==> config.mk <==
export PLATFORM = sky130hd
export DESIGN_NAME = packed_integer_logic_shift_unit_top
export DESIGN_NICKNAME = d
export VERILOG_FILES = /design/src/plsu_pkg.sv /design/src/plsu_shr_stage.sv /design/src/packed_integer_logic_shift_unit_top.sv
export SDC_FILE = /design/constraint.sdc
export NUM_CORES = 1
export LEC_CHECK = 0
export BUFFER_PORTS_ARGS = -buffer_cell sky130_fd_sc_hd__buf_2
export CORE_MARGIN = 1
export CORE_UTILIZATION = 48
export DETAILED_ROUTE_END_ITERATION = 8
export PLACE_DENSITY = 0.7
export SETUP_SLACK_MARGIN = 0.1
export SYNTH_ARGS = -nofsm -noshare
export SYNTH_HDL_FRONTEND = slang
export SYNTH_SLANG_ARGS = --single-unit
==> constraint.sdc <==
create_clock -name i_clk -period 3.5 [get_ports i_clk]
set_input_delay 0.35 -clock i_clk [delete_from_list [all_inputs] [get_ports i_clk]]
set_output_delay 0.35 -clock i_clk [all_outputs]
set_load 0.005 [all_outputs]
==> src/plsu_pkg.sv <==
package plsu_pkg;

    // Operation codes of the kind field
    typedef enum logic [3:0] {
        K_AND  = 4'd0,
        K_ANDN = 4'd1,
        K_OR   = 4'd2,
        K_XOR  = 4'd3,
        K_SRLW = 4'd4,
        K_SRAW = 4'd5,
        K_SLLW = 4'd6,
        K_SRLD = 4'd7,
        K_SRAD = 4'd8,
        K_SLLD = 4'd9,
        K_SRLQ = 4'd10,
        K_SLLQ = 4'd11
    } t_kind;

    // Lane size of a shift
    typedef enum logic [1:0] {
        LSZ_16 = 2'd0,
        LSZ_32 = 2'd1,
        LSZ_64 = 2'd2
    } t_lsz;

    typedef struct packed {
        logic [3:0]  kind;
        logic        wide;
        logic [63:0] dst_lo;
        logic [63:0] dst_hi;
        logic [63:0] src_lo;
        logic [63:0] src_hi;
        logic [31:0] shift_count;
    } t_in_item;

    typedef struct packed {
        logic [63:0] res_lo;
        logic [63:0] res_hi;
    } t_out_item;

    // One pipeline slot: data to shift right per lane, fill bits per position
    typedef struct packed {
        logic        valid;
        logic [63:0] lo;
        logic [63:0] hi;
        logic [63:0] fill_lo;
        logic [63:0] fill_hi;
        logic [5:0]  amt;
        t_lsz        lsz;
        logic        rev;
    } t_stage;

    // Lane width minus one
    function automatic logic [5:0] lane_msb(input t_lsz lsz);
        logic [5:0] m;
        case (lsz)
            LSZ_16:  m = 6'd15;
            LSZ_32:  m = 6'd31;
            LSZ_64:  m = 6'd63;
            default: m = 6'd63;
        endcase
        return m;
    endfunction

    // Shift each lane right by amt, pulling fill bits in at the lane top
    function automatic logic [63:0] shr_lanes(input logic [63:0] x, input logic [63:0] fill,
                                              input t_lsz lsz, input logic [5:0] amt);
        logic [63:0] r;
        logic [5:0]  wm;
        logic [6:0]  pos;
        logic [6:0]  src;
        wm = lane_msb(lsz);
        for (int i = 0; i < 64; i++) begin
            pos = {1'b0, 6'(i) & wm} + {1'b0, amt};
            src = 7'(i) + {1'b0, amt};
            if (pos <= {1'b0, wm}) begin
                r[i] = x[src[5:0]];
            end else begin
                r[i] = fill[i];
            end
        end
        return r;
    endfunction

    // Bit-reverse a half; lanes are symmetric so a per-lane left shift
    // becomes a per-lane right shift of the reversed word
    function automatic logic [63:0] rev64(input logic [63:0] x);
        logic [63:0] r;
        for (int i = 0; i < 64; i++) begin
            r[i] = x[63 - i];
        end
        return r;
    endfunction

endpackage

==> src/plsu_shr_stage.sv <==
module plsu_shr_stage (
    input  logic            i_clk,
    input  logic            i_rst_n,
    input  plsu_pkg::t_stage i_stage,
    input  logic [5:0]      i_amt,
    output plsu_pkg::t_stage o_stage
);
    import plsu_pkg::*;

    t_stage r_stage;
    t_stage n_stage;

    // Shift both halves by this step's part of the count
    always_comb begin
        n_stage    = i_stage;
        n_stage.lo = shr_lanes(i_stage.lo, i_stage.fill_lo, i_stage.lsz, i_amt);
        n_stage.hi = shr_lanes(i_stage.hi, i_stage.fill_hi, i_stage.lsz, i_amt);
    end

    // Advance every cycle; clear the slot on reset
    always_ff @(posedge i_clk) begin
        if (!i_rst_n) begin
            r_stage <= '0;
        end else begin
            r_stage <= n_stage;
        end
    end

    assign o_stage = r_stage;

endmodule

==> src/packed_integer_logic_shift_unit_top.sv <==
// Packed integer logic and shift unit (MMX/SSE2 style). One item may start in
// every cycle and its result appears with o_valid after passing through the
// registered steps: decode and logic ops, a coarse per-lane shift by
// multiples of eight, a fine shift of zero to seven, and the output register.
// o_busy is always low because the pipeline never stalls; the receiver must
// take each result in the single cycle that o_valid marks it.
module packed_integer_logic_shift_unit_top (
    input  logic                i_clk,
    input  logic                i_rst_n,
    input  logic                i_start,
    input  plsu_pkg::t_in_item  i_item,
    output logic                o_busy,
    output logic                o_valid,
    output plsu_pkg::t_out_item o_res
);
    import plsu_pkg::*;

    t_stage    r_s1;
    t_stage    n_s1;
    t_stage    w_s2;
    t_stage    w_s3;
    t_out_item r_res;
    t_out_item n_res;
    logic      r_valid;

    logic        is_shift;
    logic        is_sra;
    logic        is_left;
    t_lsz        lsz;
    logic [5:0]  wm;
    logic        over;
    logic [63:0] lg_lo;
    logic [63:0] lg_hi;
    logic [5:0]  mi;

    // Decode the item, do logic ops, and line up shift operands
    always_comb begin
        is_shift = 1'b1;
        is_sra   = 1'b0;
        is_left  = 1'b0;
        lsz      = LSZ_64;
        lg_lo    = i_item.dst_lo;
        lg_hi    = i_item.dst_hi;
        mi       = '0;
        case (t_kind'(i_item.kind))
            K_AND: begin
                is_shift = 1'b0;
                lg_lo = i_item.src_lo & i_item.dst_lo;
                lg_hi = i_item.src_hi & i_item.dst_hi;
            end
            K_ANDN: begin
                is_shift = 1'b0;
                lg_lo = i_item.src_lo & ~i_item.dst_lo;
                lg_hi = i_item.src_hi & ~i_item.dst_hi;
            end
            K_OR: begin
                is_shift = 1'b0;
                lg_lo = i_item.src_lo | i_item.dst_lo;
                lg_hi = i_item.src_hi | i_item.dst_hi;
            end
            K_XOR: begin
                is_shift = 1'b0;
                lg_lo = i_item.src_lo ^ i_item.dst_lo;
                lg_hi = i_item.src_hi ^ i_item.dst_hi;
            end
            K_SRLW: lsz = LSZ_16;
            K_SRAW: begin
                lsz    = LSZ_16;
                is_sra = 1'b1;
            end
            K_SLLW: begin
                lsz     = LSZ_16;
                is_left = 1'b1;
            end
            K_SRLD: lsz = LSZ_32;
            K_SRAD: begin
                lsz    = LSZ_32;
                is_sra = 1'b1;
            end
            K_SLLD: begin
                lsz     = LSZ_32;
                is_left = 1'b1;
            end
            K_SRLQ: lsz = LSZ_64;
            K_SLLQ: begin
                lsz     = LSZ_64;
                is_left = 1'b1;
            end
            default: is_shift = 1'b0;
        endcase

        wm   = lane_msb(lsz);
        over = i_item.shift_count > {26'd0, wm};

        n_s1.valid   = i_start;
        n_s1.lsz     = lsz;
        n_s1.rev     = is_left;
        n_s1.fill_lo = '0;
        n_s1.fill_hi = '0;
        n_s1.lo      = lg_lo;
        n_s1.hi      = lg_hi;
        n_s1.amt     = '0;

        if (is_shift) begin
            // Logical shifts past the lane clear it; arithmetic ones clamp
            if (is_sra) begin
                n_s1.amt = over ? wm : i_item.shift_count[5:0];
                for (int i = 0; i < 64; i++) begin
                    mi = 6'(i) | wm;
                    n_s1.fill_lo[i] = i_item.dst_lo[mi];
                    n_s1.fill_hi[i] = i_item.dst_hi[mi];
                end
            end else if (!over) begin
                n_s1.amt = i_item.shift_count[5:0];
            end
            if (is_left) begin
                n_s1.lo = rev64(i_item.dst_lo);
                n_s1.hi = rev64(i_item.dst_hi);
            end else begin
                n_s1.lo = i_item.dst_lo;
                n_s1.hi = i_item.dst_hi;
            end
            if (over && !is_sra) begin
                n_s1.lo = '0;
                n_s1.hi = '0;
            end
        end

        // Narrow operand: high half is zero all the way through
        if (!i_item.wide) begin
            n_s1.hi      = '0;
            n_s1.fill_hi = '0;
        end
    end

    // Hold stage one; clear it on reset
    always_ff @(posedge i_clk) begin
        if (!i_rst_n) begin
            r_s1 <= '0;
        end else begin
            r_s1 <= n_s1;
        end
    end

    // Coarse step: multiples of eight
    plsu_shr_stage u_coarse (
        .i_clk   (i_clk),
        .i_rst_n (i_rst_n),
        .i_stage (r_s1),
        .i_amt   ({r_s1.amt[5:3], 3'd0}),
        .o_stage (w_s2)
    );

    // Fine step: zero to seven
    plsu_shr_stage u_fine (
        .i_clk   (i_clk),
        .i_rst_n (i_rst_n),
        .i_stage (w_s2),
        .i_amt   ({3'd0, w_s2.amt[2:0]}),
        .o_stage (w_s3)
    );

    // Undo the reversal of left shifts
    always_comb begin
        n_res.res_lo = w_s3.rev ? rev64(w_s3.lo) : w_s3.lo;
        n_res.res_hi = w_s3.rev ? rev64(w_s3.hi) : w_s3.hi;
    end

    always_ff @(posedge i_clk) begin
        r_res <= n_res;
        if (!i_rst_n) begin
            r_valid <= 1'b0;
        end else begin
            r_valid <= w_s3.valid;
        end
    end

    assign o_busy  = 1'b0;
    assign o_valid = r_valid;
    assign o_res   = r_res;

endmodule

==> key figures, run 1 <==
Status
  • Run status: complete, no violations

Power and ir drop
  • Net Switching: 0.00505 W
  • Max VDD drop: 0.449 mV
  • Clock network power share: 0.374
  • Combinational Power Share: 0.208
  • Internal power: 0.0115 W
  • Power per cell area: 377 nW/um2
  • Switching Fraction: 0.305
  • Leak: 18.3 nW
  • Reg power frac: 0.419

Setup path
  • R2r endpoint: u_fine.o_stage[146]
  • Internal reg-to-reg setup slack: 0.46 ns
  • R2R Path Start: u_coarse.o_stage[1]
  • WP buf/inv: 4
  • CP required: 4.06 ns
  • Worst EP arrival: 3.60 ns
  • R2R cell count: 11
  • CP max FO: 10
  • Crit path top cell by count: buf_4
  • Max incr delay on CP: 0.42 ns
  • Crit end category: flip-flop
  • CP cell instances: or2_2, buf_4, inv_1, buf_4, ha_1, a31oi_1, a41o_1, nand2b_1, nor2_1, a211oi_1, buf_4
  • Slowest stage cell, crit path: a211oi_1
  • CP delay by family, top: buffers and inverters
  • Critical path type: reg2reg
  • Crit path launch type: flip-flop

GRT
  • Total gr overflow: 0
  • Vias in the first global route: 33900
  • First-pass GRT wire length: 213000 um
  • Initial antenna violation count: 10
  • All-Layer GR Usage: 0.338
  • Largest net degree at the start of global routing: 143

Clock tree
  • Clock Latency Late Sink: 0.64 ns
  • Worst-path clk slew: 0.06 ns
  • CTS root buffer: clkbuf_16
  • Setup bufs post-CTS: 0
  • CTS tree: yes
  • Clock Path Buffers: 3
  • Htree depth: 2
  • Num CTS Buffers: 57
  • Clock Sinks: 548

Synthesis
  • Post-synthesis cell type count: 75
  • Net count after synthesis: 5041
  • YS warnings: 0
  • Synth area leaders: dfxtp_1 (29%), mux4_2 (13%), ha_1 (6.4%)
  • Yosys reg bits: 548
  • Area leader, netlist: dfxtp_1
  • Share of the synthesized area in the top cell type: 0.285
  • Post-synth ARST share: 0
  • Number of synthesized flops with an enable pin: 0
  • Mapped Cells: 4546
  • Register area share after synthesis: 0.285
  • Mapped Area: 38500 um2
  • Syn_area_per_cell: 8.47 um2
  • Most common flop cell mapped by yosys: dfxtp_1

Floorplanning
  • Die width: 285 um
  • Die height: 285 um
  • Die area: 81300 um2
  • Core area: 79100 um2
  • I/O pin total: 426
  • Placement Rows: 103
  • Initial core utilization: 0.486

Final layout
  • Layout cell share with drive strength beyond 1: 0.227
  • Commonest non-fill, non-tap cell in the layout: nand2_1
  • Number of nets in the layout: 5318
  • Area Overhead vs Synth: 14.2%
  • Final Util: 0.555
  • Most frequent cells in the layout: nand2_1 (627), dfxtp_1 (542), a21oi_1 (479)
  • Cell area after layout: 44000 um2

Timing
  • Sum of negative setup slack: 0 ns
  • # setup viols final: 0
  • Slew Limit Fails: 0
  • Clock Skews: 0.0290 ns
  • Post-route minimum period: 3.04 ns
  • Tcrit/Tclk final: 0.869
  • Highest Clock Rate: 329 MHz
  • Final hold viol count: 0
  • RSZ-0062 raised after global routing: false
  • Worst-Margin Slew: 1.14 ns
  • Worst slew margin: 0.236

Routing
  • Drt via density: 6.24
  • Post-Route WL: 142000 um
  • Starting DRT DRC Count: 4198
  • Wire per inst: 23.9 um
  • Initial DRT Pass Iterations: 7
  • Final routed DRC violation total: 0
  • Routed Antenna Nets: 0
  • Via count: 37000

Placed design
  • Port bufs: 424
  • RD Place Congestion: 1.02
  • Post-DP Area: 41800 um2
  • DP HPWL: 108000 um

Flow run
  • Max cap viols: 0

Worst hold path
  • Hold path endpoint: r_s1[223]
  • Hold/Removal Path Class: in2reg
  • Worst Hold Depth: 3
  • Hold Crit Start: i_item[265]
synth_stat cells (18+ instances only):
| cell | n |
|---|---|
| buf_1 | 34 |
| dfxtp_1 | 548 |
| nand2_1 | 629 |
| buf_2 | 62 |
| nor4_1 | 21 |
| a21oi_1 | 479 |
| inv_1 | 285 |
| mux4_2 | 223 |
| a211oi_1 | 35 |
| mux2i_1 | 229 |
| nor2_1 | 368 |
| a32o_1 | 63 |
| ha_1 | 196 |
| a31oi_1 | 72 |
| and3_1 | 80 |
| mux2_2 | 162 |
| o21ai_0 | 171 |
| and2_1 | 39 |
| o22ai_1 | 213 |
| o21ai_1 | 26 |
| nor3_1 | 22 |
| a22oi_1 | 126 |
| nand3_1 | 18 |
| clkbuf_1 | 260 |
cell families (layout without fill, tap and decap cells):
family | Yosys count | in the layout | synth area share
DFF | 548 | 548 | 0.285
other | 1 | 7 | 0.0000974
xor gates and xnor gates | 11 | 11 | 0.00250
and+or+nand+nor | 1224 | 1224 | 0.134
adders and majority gates | 199 | 199 | 0.0653
AOI/OAI and AO/OA | 1275 | 1275 | 0.203
buffers and inverters | 673 | 999 | 0.0721
muxes | 615 | 615 | 0.238
worst max path at each step:
stage                                   start                     to  slack (ns)  cells after the start
after floorplan                   i_item[289]              r_s1[140]        0.14                     15
after global placement            i_item[292]              r_s1[167]        0.30                     16
after detailed placement          i_item[292]              r_s1[187]        0.17                     16
after global routing                  r_s1[7]  u_coarse.o_stage[195]        0.34                      9
after CTS                             r_s1[7]  u_coarse.o_stage[164]        0.50                      9
final                     u_coarse.o_stage[1]    u_fine.o_stage[146]        0.46                     11
power by group through the flow:
| stage | combinational [W] | clock (W) | sequential (W) |
|---|---|---|---|
| detailed placement | 0.00334 | 0 | 0.00706 |
| global route | 0.00373 | 0.00655 | 0.00696 |
| floorplan | 0.00218 | 0 | 0.00688 |
| finish | 0.00344 | 0.00619 | 0.00694 |
| global placement | 0.00330 | 0 | 0.00704 |
| CTS | 0.00338 | 0.00628 | 0.00692 |
timing repair:
action / CTS / global route
hold endpoints to repair: 23 / 0
gates resized for setup: 0 / 0
hold buffers: 23 / 0
final cells by class:
type | count | area, um2
inverter | 293 | 1100
fill | 7346 | 35200
timing repair buffer | 598 | 3760
tap | 1050 | 1310
multi-input combinational | 3325 | 24800
clock inverter | 37 | 344
antenna | 6 | 15.0
sequential | 548 | 11000
clock buffer | 71 | 1590
state kept, by name, indices dropped and copies added (netlist names):
register	cells
o_res	128
o_valid	1
u_coarse.o_stage	143
r_s1	146
u_fine.o_stage	130
through the flow:
step	worst slack (ns)	hold slack, ns	instances	total power, W
CTS	0.499	0.00102	5922	0.0166
global placement	0.298	0.413	5791	0.0103
global route	0.339	0.0219	5928	0.0172
floorplan	0.139	0.412	4546	0.00906
finish	0.457	0.0266	5928	0.0166
detailed placement	0.172	0.419	5791	0.0104
worst min-delay path: cells and delay by family:
family / cells / cell delay (ns)
compound gates: 2 / 0.17
buf+inv: 1 / 0.10
per-layer routing:
metal  vias to the layer above  track usage  wire length, um
li1                      17000            -                -
met5                         -            0               37
met1                     17600        0.454            57800
met2                      2025        0.533            63500
met4                         6        0.161             7720
met3                       339       0.0506            12700
No activity file was read; power rests on OpenSTA's default activity.
==> run 2, diff against run 1 <==
REMOVE_ABC_BUFFERS = 1   (was default)
==> key figures, run 2 (same netlist as run 1, synthesis figures left out) <==
Routing
  • Wire per inst: 22.6 um
  • Initial DRT Pass Iterations: 8
  • Starting DRT DRC Count: 3618
  • Routed Antenna Nets: 0
  • Drt via density: 6.19
  • Post-Route WL: 133000 um
  • Final routed DRC violation total: 0
  • Via count: 36500

GRT
  • Total gr overflow: 0
  • All-Layer GR Usage: 0.316
  • GR met2 Demand/Resource: 0.506
  • GR Layer Usage met1: 0.422
  • Busiest grt layer: met2
  • Vias in the first global route: 33800
  • Initial antenna violation count: 3
  • First-pass GRT wire length: 202000 um
  • Largest net degree at the start of global routing: 138
  • M3 GR Usage: 0.0521

Floorplanning
  • Initial core utilization: 0.486
  • Die area: 81300 um2
  • Placement Rows: 103
  • I/O pin total: 426
  • Die width: 285 um
  • Core area: 79100 um2
  • Die height: 285 um

Timing
  • Highest Clock Rate: 315 MHz
  • Clock Skews: 0.0300 ns
  • Post-route minimum period: 3.17 ns
  • Worst slew margin: 0.289
  • Worst hold slack: 0.0192 ns
  • # setup viols final: 0
  • Final hold viol count: 0
  • Worst-Margin Slew: 1.06 ns
  • RSZ-0062 raised after global routing: false
  • Slew Limit Fails: 0
  • Tcrit/Tclk final: 0.906

Flow run
  • Max cap viols: 0

Placed design
  • DP HPWL: 99300 um
  • Port bufs: 424
  • RD Place Congestion: 1.06

Final layout
  • Largest Register: r_s1
  • Commonest non-fill, non-tap cell in the layout: nand2_1
  • Multi-input logic area: 24800 um2
  • Area Overhead vs Synth: 13.5%
  • Reg area: 11000 um2
  • Final Util: 0.552
  • Max reg flops: 146
  • Most frequent cells in the layout: nand2_1 (627), dfxtp_1 (542), a21oi_1 (479)
  • Number of nets in the layout: 5287
  • Fill count: 7263
  • Layout cell share with drive strength beyond 1: 0.225

Power and ir drop
  • Max VDD drop: 0.360 mV
  • Leak: 18.2 nW
  • Power per cell area: 383 nW/um2
  • Power, Total: 0.0167 W

Clock tree
  • Clock Path Buffers: 3
  • Clock Latency Late Sink: 0.64 ns
  • CTS tree: yes
  • Hold Buf Count CTS: 9
  • Htree depth: 2
  • CTS root buffer: clkbuf_16
  • Clock Sinks: 548
  • Num CTS Buffers: 58
  • Setup bufs post-CTS: 0
  • CTS-repair resized insts: 0
  • Worst-path clk slew: 0.06 ns

Worst hold path
  • Hold/Removal Path Class: in2reg

Setup path
  • Max incr delay on CP: 0.60 ns
  • Slowest stage cell, crit path: o21ai_0
  • Crit path launch type: flip-flop
  • Critical path type: reg2reg
  • Worst EP arrival: 3.71 ns
  • CP max FO: 10
  • CP required: 4.04 ns
  • Internal reg-to-reg setup slack: 0.33 ns
  • Crit path top cell by count: ha_1
  • CP cell instances: inv_2, ha_1, ha_1, clkinv_1, ha_1, a31oi_1, nor2b_1, o21ai_0, buf_4, o21ai_0, a21oi_1
  • Crit end category: flip-flop

Status
  • Run status: complete, no violations
[run 2: worst paths after layout]
check,to,cells after the start,startpoint
setup / recovery,u_fine.o_stage[168],11,u_coarse.o_stage[3]
hold / removal,r_s1[263],3,i_item[225]
setup reg to reg,u_fine.o_stage[168],11,u_coarse.o_stage[3]
hold reg to reg,u_fine.o_stage[265],1,u_coarse.o_stage[265]
[run 2: layout make-up]
class | count | share of cell area
inverters | 293 | 0.0252
clock buffers | 69 | 0.0358
diodes | 3 | 0.000172
repair buffers | 566 | 0.0786
clock inverters | 39 | 0.00960
well taps | 1050 | 0.0301
flip-flops and latches | 548 | 0.252
multi-input cells | 3325 | 0.569
[run 2: critical path: cells and delay by family, from the launching register on]
| kind | cells | cell delay [ns] |
|---|---|---|
| AO/OA/AOI/OAI | 4 | 1.11 |
| buffers and inverters | 3 | 0.60 |
| adder cells (fa/ha/maj) | 3 | 0.89 |
| flip-flops | 1 | 0.41 |
| AND/OR/NAND/NOR | 1 | 0.08 |
[run 2: through the flow]
step	worst slack [ns]	std cells	instance area, um2	TNS (ns)
final	0.328	5893	43700	0
after global routing	0.281	5893	43700	0
after CTS	0.471	5890	43700	0
after detailed placement	0.233	5773	41600	0
after global placement	0.349	5773	41600	0
after floorplan	-8.34	4166	36800	-1477.56
[run 2: power breakdown]
part	switching (W)	internal, W	total, W
registers	0.000318	0.00659	0.00690
clock network	0.00273	0.00373	0.00645
logic	0.00195	0.00142	0.00337
total	0.00499	0.0117	0.0167
[run 2: layer usage]
metal	up-vias	part of all wire
met4	0	0.046
met1	17400	0.41
met3	319	0.092
met2	1795	0.45
met5	-	0
li1	17000	-
